--- config.mk ---
export PLATFORM = sky130hd
export DESIGN_NAME = blsolv_div
export DESIGN_NICKNAME = d
export VERILOG_FILES = /design/src/design/blsolv_pkg.sv /design/src/design/blsolv_div.sv
export SDC_FILE = /design/constraint.sdc
export NUM_CORES = 2
export LEC_CHECK = 0
export BUFFER_PORTS_ARGS = -buffer_cell sky130_fd_sc_hd__buf_2
export CAP_MARGIN = 5
export CORE_MARGIN = 2
export CORE_UTILIZATION = 45
export CTS_CLUSTER_DIAMETER = 80
export DETAILED_ROUTE_END_ITERATION = 10
export SYNTH_ARGS = -nofsm -noshare
export SYNTH_HDL_FRONTEND = slang
export SYNTH_SLANG_ARGS = --single-unit
--- constraint.sdc ---
create_clock -name clk -period 9.3 [get_ports clk]
set_input_delay 0.465 -clock clk [delete_from_list [all_inputs] [get_ports clk]]
set_output_delay 0.465 -clock clk [all_outputs]
set_load 0.05 [all_outputs]
--- src/design/blsolv_pkg.sv ---
// Shared constants, types and helpers for the ballistic launch solver.
// No dependencies; every other design file imports this package.
`default_nettype none
package blsolv_pkg;

  // wide multiplier operand width (split into two halves)
  localparam int MW = 64;
  // square root unit: radicand and root widths
  localparam int SQ_DW = 106;
  localparam int SQ_RW = 53;
  // divider: numerator, divisor and quotient widths
  localparam int DV_NW = 55;
  localparam int DV_DW = 31;
  localparam int DV_QW = 24;

  localparam int CFG_AW = 2;
  localparam int CFG_DW = 25;
  localparam logic [CFG_AW-1:0] CFG_SPEED   = 2'd0;
  localparam logic [CFG_AW-1:0] CFG_GRAVITY = 2'd1;
  localparam logic [CFG_AW-1:0] CFG_HIGHARC = 2'd2;

  typedef enum logic [1:0] {
    KIND_INVALID,
    KIND_DIRECT,
    KIND_VERT,
    KIND_ARC
  } kind_t;

  // position of the highest set bit of a byte
  function automatic logic [2:0] msb8(input logic [7:0] v);
    logic [2:0] p;
    p = 3'd0;
    for (int i = 0; i < 8; i++) begin
      if (v[i]) p = 3'(i);
    end
    return p;
  endfunction

endpackage
`default_nettype wire

--- src/design/blsolv_div.sv ---
// Pipelined restoring divider, one quotient bit per stage.
// Numerator must be below divisor << DV_QW. Depends on blsolv_pkg.
`default_nettype none
module blsolv_div import blsolv_pkg::*; (
  input  wire logic             clk,
  input  wire logic             en,
  input  wire logic [DV_NW-1:0] num,
  input  wire logic [DV_DW-1:0] den,
  output logic      [DV_QW-1:0] quo
);
  logic [DV_NW-1:0] rem_r [DV_QW];
  logic [DV_DW-1:0] den_r [DV_QW];
  logic [DV_QW-1:0] quo_r [DV_QW];

  genvar k;
  for (k = 0; k < DV_QW; k++) begin : g_stage
    localparam int B = DV_QW - 1 - k;
    logic [DV_NW-1:0] rem_in, t;
    logic [DV_DW-1:0] den_in;
    logic [DV_QW-1:0] quo_in;
    if (k == 0) begin : g_first
      assign rem_in = num;
      assign den_in = den;
      assign quo_in = '0;
    end else begin : g_next
      assign rem_in = rem_r[k-1];
      assign den_in = den_r[k-1];
      assign quo_in = quo_r[k-1];
    end
    assign t = DV_NW'(den_in) << B;
    always_ff @(posedge clk) begin
      if (en) begin
        den_r[k] <= den_in;
        if (rem_in >= t) begin
          rem_r[k] <= rem_in - t;
          quo_r[k] <= quo_in | (DV_QW'(1) << B);
        end else begin
          rem_r[k] <= rem_in;
          quo_r[k] <= quo_in;
        end
      end
    end
  end

  assign quo = quo_r[DV_QW-1];
endmodule
`default_nettype wire

==> results by group <==
Outcome
  • Status: completed

Placement
  • GP Congestion: 0.999
  • Port Buffer Count: 111
  • Pre-CTS WS: 3.93 ns
  • Post-DP HPWL: 254000 um

STA
  • Fmax: 0.183 GHz
  • RSZ-0062 raised after global routing: no
  • Hold WS: 0.295 ns
  • # setup viols final: 0
  • TNS Setup: 0 ns
  • Tcrit/Tclk final: 58.7%
  • Slew @ Worst Pin: 1.25 ns
  • Final Skew: 0.0596 ns
  • Final count of hold timing violations: 0
  • Final Critical Period: 5.46 ns
  • Max-slew violations: 0
  • Relative slew slack: 15.3%
  • Setup slack after layout: 3.84 ns

Finish
  • Commonest non-fill, non-tap cell in the layout: edfxtp_1
  • Fill count: 23900
  • Core Util, Final: 50.2%
  • Most frequent cells in the layout: 2278 x edfxtp_1, 951 x inv_1, 927 x nand2_1
  • Fraction of layout cells with a size suffix above 1: 6.27%
  • Final nets: 12200
  • Area grow syn2layout: 11.2%

Global routing
  • M2 GR Usage: 44.4%
  • GR peak layer: met2
  • Largest net degree at the start of global routing: 174
  • First-pass GRT wire length: 498000 um
  • Gr ovfl total: 0
  • GR Util All Layers: 23.1%
  • Met3 usage: 2.81%
  • Vias in the first global route: 86300
  • Initial antenna violation count: 8
  • Met1 Usage GRT: 24.2%

Floorplan
  • Initial core utilization: 45.1%
  • DIE HEIGHT: 527 um
  • Core footprint: 0.273 mm^2
  • Num ports: 112
  • FP Rows: 192
  • Die extent in x: 527 um
  • Area of the die: 0.278 mm^2

Critical path
  • Crit-path cells: inv_1 > ha_1 > inv_1 > fa_1 > a21oi_1 > o221ai_1 > a221oi_1 > o21bai_1 > o22a_1 > o2bb2ai_1 > and3_1 > o21ai_0 > nand2_1 > nor2_2 > buf_4 > inv_2 > mux2_2
  • CP max-delay cell: a221oi_1
  • CP endpoint kind: flip-flop
  • Maximum net fanout on the critical path: 37
  • Worst EP arrival: 6.12 ns
  • Max incr delay on CP: 0.88 ns
  • Critical path class: reg2reg
  • Crit start category: flip-flop
  • Most used cell, CP: inv_1
  • WP data required: 9.96 ns

Yosys
  • Number of enable flip-flop cells after synthesis: 2278
  • Syn Std Cell Area: 0.123 mm^2
  • Avg Inst Size Synth: 11.1 um^2
  • Mapped Nets: 11900
  • Yosys warns: 0
  • Register area share after synthesis: 55.5%
  • Dominant synthesized flop cell: edfxtp_1
  • Netlist cell types: 94
  • Async set-or-reset flop fraction in the synthesized netlist: 0%
  • Yosys reg bits: 2278
  • Post-Syn Instances: 11100

Clock network
  • Num Clock Sinks: 2278
  • Clk_lat worst skew: 0.91 ns
  • Clk buf depth: 4
  • Post_cts resized: 0
  • H-tree Lvls: 5
  • CTS tree: built
  • CTS clk-pin slew, worst paths: 0.06 ns
  • Hold buffer count at cts: 87
  • Post-CTS Repair Setup Buffers: 0
  • Cts bufs inserted: 266
  • Root buf cell: clkbuf_16

Drt
  • Routed via count: 85100
  • Drc violations: 0
  • Starting DRT DRC Count: 6080
  • Number of routed nets with antenna violations: 0
  • WL/cell: 21.7 um
  • Vias per cell: 5.64
  • WL final: 327000 um
  • First-pass detailed-route iteration total: 8

Power and ir drop
  • Total Power: 42.4 mW
  • Maximum VDD drop: 141 uV
  • Pwr dens: 309 mW/mm^2
  • Leakage power: 53.2 nW

Job
  • Max Cap Viol: 0

Min path
  • HP Class: in2reg
critical path: cells and delay by family, from the launching register on:
| kind | cells | cell delay, ns |
|---|---|---|
| AND/OR/NAND/NOR | 3 | 0.46 |
| multiplexers | 1 | 0.38 |
| AO/OA/AOI/OAI | 7 | 2.55 |
| adder cells (fa/ha/maj) | 2 | 0.56 |
| buffers and inverters | 4 | 0.85 |
| flip-flops | 1 | 0.39 |
cell usage after synthesis, types with 21 or more instances:
cell type | number | share of area, %
inv_1 | 951 | 2.9
o21ai_0 | 834 | 3.4
a211oi_1 | 54 | 0.33
or3_1 | 64 | 0.32
nor3_1 | 198 | 0.80
nor2_1 | 685 | 2.1
nand2b_1 | 129 | 0.65
nor2b_1 | 120 | 0.61
o211ai_1 | 31 | 0.19
nand4_1 | 162 | 0.82
or4_1 | 48 | 0.29
nand4b_1 | 22 | 0.16
ha_1 | 744 | 7.6
nor4b_1 | 39 | 0.28
a31o_2 | 21 | 0.15
o21bai_1 | 97 | 0.59
nand2_1 | 927 | 2.8
xor2_1 | 426 | 3.0
and4_1 | 25 | 0.18
nor4_1 | 158 | 0.80
a21o_1 | 432 | 2.6
xnor2_1 | 443 | 3.1
a21oi_1 | 903 | 3.7
edfxtp_1 | 2278 | 56
fa_1 | 23 | 0.37
o31ai_1 | 38 | 0.23
clkbuf_1 | 277 | 0.84
and3_1 | 81 | 0.41
a31oi_1 | 63 | 0.32
nor3b_1 | 23 | 0.14
mux2_2 | 86 | 0.79
o21a_1 | 80 | 0.49
a21boi_0 | 25 | 0.15
a211o_1 | 24 | 0.17
and2_1 | 38 | 0.19
nand3_1 | 199 | 0.81
or2_2 | 27 | 0.14
power by group:
part	leakage (nW)	switching, mW	internal [mW]
combinational	27.2	9.64	6.56
clock	3.99	4.17	5.80
sequential	22.0	1.68	14.5
total	53.2	15.5	26.9
state kept, by name, summed over array words and instances, names as in the netlist:
register,count
rem_r,1265
quo_r,300
den_r,713
per-layer routing:
layer / up-vias / wire length (um)
met5: - / 7
met4: 2 / 19800
met1: 41100 / 120000
met3: 795 / 12200
met2: 2147 / 175000
li1: 41100 / -
metrics by stage:
| step | std cells | instance area, um^2 |
|---|---|---|
| final | 15100 | 137000 |
| after global routing | 15100 | 137000 |
| after CTS | 15100 | 137000 |
| after detailed placement | 14500 | 128000 |
| after global placement | 14500 | 128000 |
| after floorplan | 11100 | 123000 |
cells by family after synthesis:
family,synth area share [%]
and+or+nand+nor,11.9
adders and majority gates,7.93
AOI/OAI and AO/OA,13.8
xor gates and xnor gates,6.18
DFF,55.5
muxes,0.879
buffers and inverters,3.85
final timing paths:
kind,slack [ns],to,depth (start not counted),start
setup reg to reg,3.84,rem_r[0][266]$_DFFE_PP_,17,rem_r[0][184]$_DFFE_PP_
hold reg to reg,0.40,quo_r[2][57]$_DFFE_PP_,0,quo_r[2][33]$_DFFE_PP_
setup / recovery,3.84,rem_r[0][266]$_DFFE_PP_,17,rem_r[0][184]$_DFFE_PP_
hold / removal,0.29,den_r[0][27]$_DFFE_PP_,2,den[27]
final cells by class:
| cell class | instances | area (um^2) | share of cell area, % |
|---|---|---|---|
| flip-flops and latches | 2278 | 68400 | 49.9 |
| multi-input cells | 7531 | 50300 | 36.7 |
| clock buffers | 340 | 7150 | 5.21 |
| well taps | 3589 | 4490 | 3.28 |
| inverters | 953 | 3580 | 2.61 |
| repair buffers | 276 | 2100 | 1.53 |
| clock inverters | 124 | 1070 | 0.783 |
| diodes | 15 | 37.5 | 0.0274 |
Power figures use the tool's default switching activity.
